==> src/rtl/vvpm_pkg.sv <==
// Shared types, constants and register codes for the voice volume ramp and pan mixer.
package vvpm_pkg;

  localparam int VVPM_NUM_VOICES = 24;

  localparam int VOICE_W  = 5;
  localparam int VOL_W    = 7;
  localparam int STEP_W   = 8;
  localparam int PERIOD_W = 15;
  localparam int HWVOL_W  = 14;

  // request operations
  localparam logic OP_TICK  = 1'b0;
  localparam logic OP_START = 1'b1;

  // configuration register indexes
  localparam int CFG_IDX_W  = 1;
  localparam int CFG_DATA_W = 7;
  localparam logic [CFG_IDX_W-1:0] REG_BANK_MASTER = 1'd0;
  localparam logic [CFG_IDX_W-1:0] REG_MONO_MODE   = 1'd1;
  localparam logic [VOL_W-1:0]     BANK_RESET      = 7'h7F;

  localparam logic [VOL_W-1:0] VOL_MAX    = 7'h7F;
  localparam logic [VOL_W-1:0] PAN_CENTER = 7'h40;

  // divide by 127*127 as a multiply by a rounded-up reciprocal and a shift
  localparam longint unsigned DIV_SQ      = 64'd16129;
  localparam int              RECIP_SHIFT = 43;
  localparam int              RECIP_W     = 30;
  localparam logic [RECIP_W-1:0] RECIP =
      RECIP_W'(((64'd1 << RECIP_SHIFT) + DIV_SQ - 64'd1) / DIV_SQ);

  typedef struct packed {
    logic                       operation;
    logic [VOICE_W-1:0]         voice;
    logic [VOL_W-1:0]           start_volume;
    logic [VOL_W-1:0]           target_volume;
    logic signed [STEP_W-1:0]   step;
    logic [PERIOD_W-1:0]        period;
    logic [VOL_W-1:0]           tone_master_volume;
    logic [VOL_W-1:0]           tone_volume;
    logic [VOL_W-1:0]           voice_pan;
    logic [VOL_W-1:0]           tone_master_pan;
    logic [VOL_W-1:0]           channel_pan;
  } vvpm_in_t;

  typedef struct packed {
    logic [VOICE_W-1:0] voice_out;
    logic [HWVOL_W-1:0] left_volume;
    logic [HWVOL_W-1:0] right_volume;
    logic [VOL_W-1:0]   current_volume;
    logic               ramp_done;
  } vvpm_out_t;

  // one voice entry of the state memory
  typedef struct packed {
    logic                     active;
    logic signed [STEP_W-1:0] step;
    logic [PERIOD_W-1:0]      period;
    logic [PERIOD_W-1:0]      count;
    logic [VOL_W-1:0]         level;
    logic [VOL_W-1:0]         target;
  } vvpm_ent_t;

  typedef struct packed {
    logic             go;
    logic [VOL_W-1:0] level;
    logic [VOL_W-1:0] bank;
    logic [VOL_W-1:0] tone_master;
    logic [VOL_W-1:0] tone;
    logic [VOL_W-1:0] pan0;
    logic [VOL_W-1:0] pan1;
    logic [VOL_W-1:0] pan2;
  } vvpm_mix_req_t;

  typedef struct packed {
    logic               valid;
    logic [HWVOL_W-1:0] left;
    logic [HWVOL_W-1:0] right;
  } vvpm_mix_rsp_t;

endpackage

==> src/rtl/vvpm_ram.sv <==
// Generic single-write, single-read synchronous RAM with registered read data.
module vvpm_ram #(
  parameter int WIDTH = 8,
  parameter int DEPTH = 16
) (
  input  logic                                   clk,
  input  logic                                   we,
  input  logic [((DEPTH > 1) ? $clog2(DEPTH) : 1)-1:0] waddr,
  input  logic [WIDTH-1:0]                       wdata,
  input  logic                                   re,
  input  logic [((DEPTH > 1) ? $clog2(DEPTH) : 1)-1:0] raddr,
  output logic [WIDTH-1:0]                       rdata
);

  logic [WIDTH-1:0] mem [DEPTH];
  logic [WIDTH-1:0] rdata_r;

  always_ff @(posedge clk) begin
    if (we) begin
      mem[waddr] <= wdata;
    end
    if (re) begin
      rdata_r <= mem[raddr];
    end
  end

  assign rdata = rdata_r;

endmodule

==> src/rtl/vvpm_mix.sv <==
// Volume and pan mixer: eight steps through one shared multiplier.
module vvpm_mix
  import vvpm_pkg::*;
(
  input  logic          clk,
  input  logic          rst_n,
  input  vvpm_mix_req_t req,
  output vvpm_mix_rsp_t rsp
);

  localparam int ACC_W  = 29;
  localparam int PROD_W = ACC_W + RECIP_W;

  localparam logic [2:0] MS_LB    = 3'd0;
  localparam logic [2:0] MS_BASE  = 3'd1;
  localparam logic [2:0] MS_TM    = 3'd2;
  localparam logic [2:0] MS_TV    = 3'd3;
  localparam logic [2:0] MS_TONE  = 3'd4;
  localparam logic [2:0] MS_PAN0  = 3'd5;
  localparam logic [2:0] MS_PAN1  = 3'd6;
  localparam logic [2:0] MS_PAN2  = 3'd7;

  logic [2:0]         step_r;
  logic               run_r;
  logic               done_r;
  logic [ACC_W-1:0]   acc_r, acc_nxt;
  logic [HWVOL_W-1:0] left_r, left_nxt;
  logic [HWVOL_W-1:0] right_r, right_nxt;

  logic [ACC_W-1:0]   mul_a;
  logic [RECIP_W-1:0] mul_b;
  logic [PROD_W-1:0]  prod;
  logic [VOL_W-1:0]   pan_cur;
  logic               pan_right;

  assign prod = PROD_W'(mul_a) * PROD_W'(mul_b);

  always_comb begin
    case (step_r)
      MS_PAN0: pan_cur = req.pan0;
      MS_PAN1: pan_cur = req.pan1;
      default: pan_cur = req.pan2;
    endcase
    pan_right = (pan_cur < PAN_CENTER);
  end

  always_comb begin
    mul_a     = acc_r;
    mul_b     = '0;
    acc_nxt   = acc_r;
    left_nxt  = left_r;
    right_nxt = right_r;
    case (step_r)
      MS_LB: begin
        mul_a   = ACC_W'(req.level);
        mul_b   = RECIP_W'(req.bank);
        acc_nxt = prod[ACC_W-1:0];
      end
      MS_BASE: begin
        // times 0x3FFF, then divide by 127*127
        mul_a   = (acc_r << HWVOL_W) - acc_r;
        mul_b   = RECIP;
        acc_nxt = ACC_W'(prod[RECIP_SHIFT +: HWVOL_W]);
      end
      MS_TM: begin
        mul_b   = RECIP_W'(req.tone_master);
        acc_nxt = prod[ACC_W-1:0];
      end
      MS_TV: begin
        mul_b   = RECIP_W'(req.tone);
        acc_nxt = prod[ACC_W-1:0];
      end
      MS_TONE: begin
        mul_b     = RECIP;
        left_nxt  = prod[RECIP_SHIFT +: HWVOL_W];
        right_nxt = prod[RECIP_SHIFT +: HWVOL_W];
      end
      default: begin
        // pan stage: below center scales right, otherwise scales left
        if (pan_right) begin
          mul_a     = ACC_W'(right_r);
          mul_b     = RECIP_W'(pan_cur);
          right_nxt = prod[6 +: HWVOL_W];
        end else begin
          mul_a    = ACC_W'(left_r);
          mul_b    = RECIP_W'(VOL_MAX - pan_cur);
          left_nxt = prod[6 +: HWVOL_W];
        end
      end
    endcase
  end

  always_ff @(posedge clk) begin
    if (!rst_n) begin
      run_r  <= 1'b0;
      done_r <= 1'b0;
      step_r <= MS_LB;
    end else begin
      done_r <= !req.go && run_r && (step_r == MS_PAN2);
      if (req.go) begin
        run_r  <= 1'b1;
        step_r <= MS_LB;
      end else if (run_r) begin
        step_r <= step_r + 3'd1;
        if (step_r == MS_PAN2) begin
          run_r <= 1'b0;
        end
      end
    end
  end

  always_ff @(posedge clk) begin
    if (run_r) begin
      acc_r   <= acc_nxt;
      left_r  <= left_nxt;
      right_r <= right_nxt;
    end
  end

  assign rsp.valid = done_r;
  assign rsp.left  = left_r;
  assign rsp.right = right_r;

endmodule

==> src/rtl/voice_volume_ramp_pan_mixer.sv <==
// Top level: per-voice ramp state in RAM, read-modify-write control and output register.
//
// Requests enter on start/in_data and are taken when start is high and busy
// is low. A start request loads the voice entry in the same cycle, gives no
// result and leaves busy low. A tick request reads the voice entry, then
// either only counts the tick down (no result) or applies the step and runs
// the mixer: eight multiply steps through one shared multiplier, so a
// result appears on out_data with out_valid for one cycle after the mixer
// finishes, and the next request is taken in that same cycle. Requests for
// a voice at or above NUM_VOICES are dropped.
// Each result is shown for exactly one cycle; there is no back-pressure.
// cfg_we writes bank master volume (index 0) or mono mode (index 1) at once.
// Reset is synchronous: all voice entries read as zero through per-voice
// valid bits, bank master volume returns to 127, mono mode to 0.
module voice_volume_ramp_pan_mixer
  import vvpm_pkg::*;
#(
  parameter int NUM_VOICES = VVPM_NUM_VOICES
) (
  input  logic                  clk,
  input  logic                  rst_n,
  input  logic                  start,
  output logic                  busy,
  input  vvpm_in_t              in_data,
  output logic                  out_valid,
  output vvpm_out_t             out_data,
  input  logic                  cfg_we,
  input  logic [CFG_IDX_W-1:0]  cfg_index,
  input  logic [CFG_DATA_W-1:0] cfg_wdata
);

  localparam int AW = (NUM_VOICES > 1) ? $clog2(NUM_VOICES) : 1;

  localparam logic [1:0] ST_IDLE = 2'd0;
  localparam logic [1:0] ST_READ = 2'd1;
  localparam logic [1:0] ST_MIX  = 2'd2;

  logic [1:0]            state_r, state_nxt;
  logic [NUM_VOICES-1:0] vld_r;
  vvpm_in_t              req_r;
  logic [AW-1:0]         addr_r;
  logic [VOL_W-1:0]      level_r;
  logic                  done_r;
  logic [VOL_W-1:0]      bank_r;
  logic                  mono_r;
  logic                  out_valid_r;
  vvpm_out_t             out_r;

  logic                  accept;
  logic                  voice_ok;
  logic                  load_wr;
  logic                  ram_we;
  logic [AW-1:0]         ram_waddr;
  vvpm_ent_t             ram_wdata;
  logic [$bits(vvpm_ent_t)-1:0] ram_q;
  vvpm_ent_t             ent;
  vvpm_ent_t             ent_upd;
  logic                  hold;
  logic signed [9:0]     sum;
  logic signed [9:0]     tgt;
  logic [VOL_W-1:0]      level_nxt;
  logic                  done_nxt;
  vvpm_mix_req_t         mix_req;
  vvpm_mix_rsp_t         mix_rsp;
  logic [HWVOL_W-1:0]    mix_left;
  logic [HWVOL_W-1:0]    mix_right;

  assign busy     = (state_r != ST_IDLE);
  assign accept   = start && !busy;
  assign voice_ok = (int'(in_data.voice) < NUM_VOICES);
  assign load_wr  = accept && voice_ok && (in_data.operation == OP_START);

  vvpm_ram #(
    .WIDTH($bits(vvpm_ent_t)),
    .DEPTH(NUM_VOICES)
  ) u_ram (
    .clk   (clk),
    .we    (ram_we),
    .waddr (ram_waddr),
    .wdata (ram_wdata),
    .re    (accept),
    .raddr (AW'(in_data.voice)),
    .rdata (ram_q)
  );

  // never-written entries read as zero
  assign ent = vld_r[addr_r] ? vvpm_ent_t'(ram_q) : '0;
  assign hold = (ent.period != '0) && (ent.count != '0);

  always_comb begin
    sum = $signed({3'b000, ent.level}) + $signed({{2{ent.step[STEP_W-1]}}, ent.step});
    tgt = $signed({3'b000, ent.target});
    level_nxt = sum[VOL_W-1:0];
    done_nxt  = 1'b0;
    if ((ent.step > 0 && sum >= tgt) || (ent.step < 0 && sum <= tgt)) begin
      level_nxt = ent.target;
      done_nxt  = 1'b1;
    end

    ent_upd = ent;
    if (hold) begin
      ent_upd.count = ent.count - PERIOD_W'(1);
    end else begin
      ent_upd.count = ent.period;
      ent_upd.level = level_nxt;
      if (done_nxt) begin
        ent_upd.active = 1'b0;
      end
    end
  end

  always_comb begin
    ram_we    = load_wr || (state_r == ST_READ);
    ram_waddr = AW'(in_data.voice);
    ram_wdata.active = 1'b1;
    ram_wdata.step   = in_data.step;
    ram_wdata.period = in_data.period;
    ram_wdata.count  = in_data.period;
    ram_wdata.level  = in_data.start_volume;
    ram_wdata.target = in_data.target_volume;
    if (state_r == ST_READ) begin
      ram_waddr = addr_r;
      ram_wdata = ent_upd;
    end
  end

  always_comb begin
    state_nxt = state_r;
    case (state_r)
      ST_IDLE: begin
        if (accept && voice_ok && in_data.operation == OP_TICK) begin
          state_nxt = ST_READ;
        end
      end
      ST_READ: begin
        state_nxt = hold ? ST_IDLE : ST_MIX;
      end
      ST_MIX: begin
        if (mix_rsp.valid) begin
          state_nxt = ST_IDLE;
        end
      end
      default: state_nxt = ST_IDLE;
    endcase
  end

  assign mix_req.go          = (state_r == ST_READ) && !hold;
  assign mix_req.level       = level_r;
  assign mix_req.bank        = bank_r;
  assign mix_req.tone_master = req_r.tone_master_volume;
  assign mix_req.tone        = req_r.tone_volume;
  assign mix_req.pan0        = req_r.voice_pan;
  assign mix_req.pan1        = req_r.tone_master_pan;
  assign mix_req.pan2        = req_r.channel_pan;

  vvpm_mix u_mix (
    .clk   (clk),
    .rst_n (rst_n),
    .req   (mix_req),
    .rsp   (mix_rsp)
  );

  // mono: both sides take the louder one
  always_comb begin
    mix_left  = mix_rsp.left;
    mix_right = mix_rsp.right;
    if (mono_r) begin
      if (mix_rsp.right > mix_rsp.left) begin
        mix_left = mix_rsp.right;
      end else begin
        mix_right = mix_rsp.left;
      end
    end
  end

  always_ff @(posedge clk) begin
    if (!rst_n) begin
      state_r     <= ST_IDLE;
      vld_r       <= '0;
      bank_r      <= BANK_RESET;
      mono_r      <= 1'b0;
      out_valid_r <= 1'b0;
    end else begin
      state_r     <= state_nxt;
      out_valid_r <= (state_r == ST_MIX) && mix_rsp.valid;
      if (ram_we) begin
        vld_r[ram_waddr] <= 1'b1;
      end
      if (cfg_we) begin
        case (cfg_index)
          REG_BANK_MASTER: bank_r <= cfg_wdata;
          REG_MONO_MODE:   mono_r <= cfg_wdata[0];
          default: ;
        endcase
      end
    end
  end

  always_ff @(posedge clk) begin
    if (accept) begin
      req_r  <= in_data;
      addr_r <= AW'(in_data.voice);
    end
    if (state_r == ST_READ) begin
      level_r <= level_nxt;
      done_r  <= done_nxt;
    end
    if (mix_rsp.valid) begin
      out_r.voice_out      <= req_r.voice;
      out_r.current_volume <= level_r;
      out_r.ramp_done      <= done_r;
      out_r.left_volume    <= mix_left;
      out_r.right_volume   <= mix_right;
    end
  end

  assign out_valid = out_valid_r;
  assign out_data  = out_r;

endmodule

==> config.mk <==
export PLATFORM = sky130hd
export DESIGN_NAME = voice_volume_ramp_pan_mixer
export DESIGN_NICKNAME = d
export VERILOG_FILES = /design/src/rtl/vvpm_pkg.sv /design/src/rtl/vvpm_ram.sv /design/src/rtl/vvpm_mix.sv /design/src/rtl/voice_volume_ramp_pan_mixer.sv
export SDC_FILE = /design/constraint.sdc
export NUM_CORES = 2
export LEC_CHECK = 0
export BUFFER_PORTS_ARGS = -buffer_cell sky130_fd_sc_hd__buf_2
export CAP_MARGIN = 30
export CORE_UTILIZATION = 38
export DETAILED_ROUTE_END_ITERATION = 7
export GPL_ROUTABILITY_DRIVEN = 0
export SYNTH_ARGS = -nofsm -noshare
export SYNTH_HDL_FRONTEND = slang
export SYNTH_HIERARCHICAL = 1
export SYNTH_SLANG_ARGS = --single-unit
==> constraint.sdc <==
create_clock -name clk -period 15.48 [get_ports clk]
set_clock_uncertainty 0.2 [all_clocks]
set_input_delay 0.774 -clock clk [delete_from_list [all_inputs] [get_ports clk]]
set_output_delay 0.774 -clock clk [all_outputs]
set_load 0.05 [all_outputs]
# Word level (Yosys, flattened, before mapping)

Memories as Yosys holds them, arrays and structs flattened. A register that Yosys moved wholly into a read port is not among the register bits.
Index checks and enable logic that the tools add are counted.

Register bits after elaboration: 186
Memory bits (writable): 1272
Bits of input ports: 90
Output and inout bits: 43
Word-level logic and storage cells: 128
Memories: 1

Memories:

| name      | words | bits a word | read ports | clocked after memory_dff | write ports | RTL line       | text |
|---|---|---|---|---|---|---|---|
| u_ram.mem | 24    | 53          | 1          | 1                        | 1           | vvpm_ram.sv:15 | `logic [WIDTH-1:0] mem [DEPTH];` |

Add/subtract/negate cells: 5
Multiply operators: 1
$lt $le $gt $ge: 10
Equality and inequality tests: 12
Muxes and demuxes: 35
Bitwise operators: 5
Reduce and logical (&&, ||, !) cells: 35

Operators by type and width:

| kind                    | number |
|---|---|
| $pmux W30 S4            | 1 |
| $mux W53                | 2 |
| $pmux W29 S3            | 1 |
| $mux W14                | 6 |
| $pmux W29 S2            | 1 |
| $mul A29 B30 Y57        | 1 |
| $pmux W14 S2            | 2 |
| $mux W30                | 1 |
| $reduce_bool A15 Y1     | 2 |
| $sub A29 B29 Y29        | 1 |
| $or A24 B24 Y24         | 1 |
| $mux W15                | 1 |
| $sub A15 B1 Y15 const B | 1 |
| $gt A14 B14 Y1          | 1 |
| $mux W7                 | 2 |
| $pmux W7 S2             | 1 |
| $eq A3 B3 Y1 const B    | 4 |
| $logic_and A1 B1 Y1     | 12 |
| $lt A5 B6 Y1 const B    | 2 |
| $mux W1                 | 10 |
| $add A8 B8 Y9           | 1 |
| $ge A9 B8 Y1            | 1 |
| $le A9 B8 Y1            | 1 |
| $gt A8 B1 Y1 const B    | 1 |
| 28 further kinds        | 46 |

# Depth between registers and ports, before layout

Depth after elaboration: 11
Gate-level depth with buffers: 37
Depth with buffers taken out: 35

# By module

Netlist, hierarchy kept.

Modules (own cells, without submodules):

| module                      | instances | cells each | area an instance (sq um) | sequential area each (sq um) |
|---|---|---|---|---|
| vvpm_ram                    | 1         | 2537       | 50708.6                  | 39788.2 |
| vvpm_mix                    | 1         | 2114       | 18695.4                  | 1811.7 |
| voice_volume_ramp_pan_mixer | 1         | 716        | 7098.1                   | 3373.2 |

# Worst setup path after synthesis

No wires, ideal clock.

Kind: register to register
From: register u_mix.step_r[2]
To: register u_mix.left_r[11], data pin
Setup time: 266 ps
Arrival time: 8499 ps
Required time: 15014 ps
Path slack: 6515 ps
Stages on the path, launching flop included: 33
Period minus slack after synthesis: 8965 ps
Path through: dfxtp_1 -> buf_2 -> inv_1 -> buf_2 -> ha_1 -> clkbuf_1 -> or3_1 -> clkbuf_1 -> nor2_2 -> nand2_1 -> and4_1 -> clkbuf_1 -> nor2_1 -> fa_1 -> fa_1 -> fa_1 -> fa_1 -> fa_1 -> fa_1 -> inv_1 -> fa_1 -> inv_1 -> fa_1 -> ha_1 -> and4_1 -> and3_1 -> nand4_1 -> o21ai_0 -> nor3_2 -> o31ai_4 -> a31oi_2 -> xnor2_1 -> mux2_1

Longest elaborated chain between the ends: 8

Ends and longest elaborated chain:

| what                                                 | RTL line                       | text |
|---|---|---|
| from (decl)                                          | vvpm_mix.sv:23                 | `logic [2:0] step_r;` |
| from (signal assigned)                               | vvpm_mix.sv:104                | `step_r <= step_r + 3'd1;` |
| $eq A3 B3 Y1                                         | vvpm_mix.sv:39                 | `case (step_r)` |
| $pmux W7 S2                                          | vvpm_mix.sv:39                 |  |
| $sub A7 B7 Y8 / $lt A7 B7 Y1 (equally long branches) | vvpm_mix.sv:86, vvpm_mix.sv:44 |  |
| $mux W30 / $mux W14 (equally long branches)          | vvpm_mix.sv:80                 | `if (pan_right) begin` |
| $pmux W30 S4 / $pmux W29 S3 (equally long branches)  | vvpm_mix.sv:53                 | `case (step_r)` |
| $mul A29 B30 Y57                                     | vvpm_mix.sv:36                 | `assign prod = PROD_W'(mul_a) * PROD_W'(mul_b);` |
| $mux W14                                             | vvpm_mix.sv:80                 |  |
| $pmux W14 S2 *                                       | vvpm_mix.sv:53                 |  |
| via u_mix.left_nxt[11]                               | vvpm_mix.sv:27                 | `logic [HWVOL_W-1:0] left_r, left_nxt;` |
| to (signal assigned)                                 | vvpm_mix.sv:115                | `left_r <= left_nxt;` |
| to (decl)                                            | vvpm_mix.sv:27                 |  |

The timed path passes the listed nets; every way through them passes the cells marked *. The select of a mux whose other input is x is not followed.
A chain may end at the register's enable or synchronous reset.

# Final worst setup path

From: register u_mix.step_r[2]
To: register u_mix.right_r[12], data pin

Longest elaborated chain between the ends: 8

Ends and longest elaborated chain:

| what                                                 | RTL line                       | text |
|---|---|---|
| $eq A3 B3 Y1                                         | vvpm_mix.sv:39                 |  |
| $pmux W7 S2                                          | vvpm_mix.sv:39                 |  |
| $sub A7 B7 Y8 / $lt A7 B7 Y1 (equally long branches) | vvpm_mix.sv:86, vvpm_mix.sv:44 |  |
| $mux W30 / $mux W14 (equally long branches)          | vvpm_mix.sv:80                 |  |
| $pmux W30 S4 / $pmux W29 S3 (equally long branches)  | vvpm_mix.sv:53                 |  |
| $mul A29 B30 Y57                                     | vvpm_mix.sv:36                 |  |
| $mux W14                                             | vvpm_mix.sv:80                 |  |
| $pmux W14 S2 *                                       | vvpm_mix.sv:53                 |  |
| to (signal assigned)                                 | vvpm_mix.sv:116                | `right_r <= right_nxt;` |
| to (decl)                                            | vvpm_mix.sv:28                 | `logic [HWVOL_W-1:0] right_r, right_nxt;` |

Mark *: on every way between the ends. The rest lies on a longest branch, timed or not. The select of a mux whose other input is x is not followed.

==> flow_summary.json <==
{
  "grt_max_degree": 112,
  "hold_viol": 0,
  "first_pass_iters": 7,
  "layout_commonest_cell": "edfxtp_1",
  "clockBufferDepth": 3,
  "layout_common_cells": "edfxtp_1, inv_1, nand2_1",
  "die_h_um": 447.9,
  "finalPower_w": 0.01219,
  "post-route-min-period_ps": 10130,
  "routed_via_density": 5.550,
  "critPathLaunch": "u_mix/step_r[2]",
  "cts_tree": "built",
  "port_buffers": 132,
  "h-tree-depth": 4,
  "setup_viol": 0,
  "numCtsBuffers": 152,
  "row_count": 163,
  "drtIter0Drc": 4647,
  "finalInstanceArea_sq_um": 85110,
  "drv_cap": 0,
  "status": "completed",
  "antenna_found_initial": 11,
  "root_buffer": "clkbuf_16",
  "rsz0062_at_grt": "false",
  "min_from": "in_data[19]",
  "worst_slew_pin_slew_ps": 1184,
  "clock-sinks": 1486,
  "fmax_mhz": 98.67,
  "avgRoutedWirePerCell_um": 26.11,
  "synth_area_sq_um": 75550,
  "power.density_nw_per_um2": 143.2,
  "track_usage_pct": 21.51,
  "postCtsSetupBuffers": 0,
  "startpoint_type": "flip-flop",
  "yosys_warnings": 6,
  "postSynthCellCount": 5320,
  "slew_viol_final": 0,
  "hold_class": "in2reg",
  "r2r-start": "u_mix/step_r[2]",
  "path_class": "reg2reg",
  "r2r_slack_ps": 5350,
  "syn_nets": 6055,
  "slew_headroom_pct": 21.10,
  "vias": 46100,
  "grt_pass1_wl_um": 314200,
  "totalWireLength_um": 216800,
  "cp.arrival_ps": 10440,
  "route.detailed.drc": 0,
  "peakVddDrop_uv": 251.6,
  "start_util_pct": 38.27,
  "syn_avg_cell_area_sq_um": 14.20,
  "cp_max_fo": 25,
  "gr-total-overflow": 0,
  "final_util_pct": 43.11,
  "cp_common_cell": "fa_1",
  "nets": 6270,
  "leakage_nw": 32.75,
  "cp.required_ps": 15780,
  "grt_pass1_vias": 46060,
  "area_growth_pct": 12.65,
  "cp-end-kind": "flip-flop",
  "design.core.area_sq_um": 197400,
  "ioPinCount": 133,
  "ant_nets": 0,
  "fp.dieW_um": 447.9,
  "drive_gt1_share_pct": 13.76,
  "finalSetupTns_ps": 0,
  "fin_hold_ws_ps": 54.15,
  "clk_pin_slew_ps": 60,
  "dpl_cell_area_sq_um": 79570,
  "min_period_over_period_pct": 65.47,
  "dieArea_sq_um": 200600,
  "insertion_delay_ps": 820,
  "crit_slowest_cell": "a221oi_1",
  "cpPeakStageDelay_ps": 760,
  "dp_hpwl_um": 138000
}
[worst max-delay path: cells and delay by family, from the launching register on]
| family | cells | cell delay [ps] |
|---|---|---|
| buf+inv | 4 | 650 |
| flops | 1 | 610 |
| xor+xnor | 1 | 180 |
| fa+ha+maj | 10 | 5000 |
| simple gates | 6 | 1600 |
| compound gates | 5 | 1580 |
[routing by layer]
layer / vias to the layer above / global-route usage [%] / part of all wire [%]
met1: 23670 / 29.03 / 42
li1: 20180 / - / -
met3: 390 / 3.640 / 7.4
met5: - / 0 / 0.014
met2: 1850 / 34.88 / 47
met4: 4 / 7.590 / 3.6
[sequential cells by signal (all words and copies together) (netlist names), 2 cells and up]
register       count
addr_r             5
u_mix/right_r     14
level_r            7
u_ram/rdata       52
u_mix/acc_r       29
mix_req           35
u_mix/step_r       3
u_ram/mem       1248
vld_r             24
u_mix/left_r      14
state_r            2
out_data          41
bank_r             7
[path summary, 6_finish.rpt]
path	to	cells past startpoint
min reg2reg	out_data[0]	0
min	mix_req[19]	1
max	u_mix/right_r[12]	26
max reg2reg	u_mix/right_r[12]	26
[where the power goes]
part / switching (W) / internal (W) / total, W
clock network: 0.00164 / 0.00210 / 0.00374
logic: 0.00241 / 0.00125 / 0.00367
registers: 0.0000674 / 0.00471 / 0.00478
[layout make-up]
cell class,count,area [sq um]
Antenna cell,3,7.507
Fill cell,17960,112300
Tap cell,2640,3303
Inverter,477,1793
Multi-Input combinational cell,3123,28540
Sequential cell,1486,44220
Clock inverter,101,1226
Clock buffer,180,3929
Timing Repair Buffer,295,2092
[per-stage QoR]
stage	setup WS (ps)	std cells
after floorplan	6515	5320
after detailed placement	5376	7983
after global placement	5593	7974
after CTS	5351	8302
final	5346	8305
after global routing	4876	8304
[timing repair]
item | 4_1_cts | 5_1_grt
hold buffers | 38 | 0
gates resized for setup | 0 | 0
endpoints found under the hold margin | 38 | 0
No activity file was read; power rests on OpenSTA's default activity.
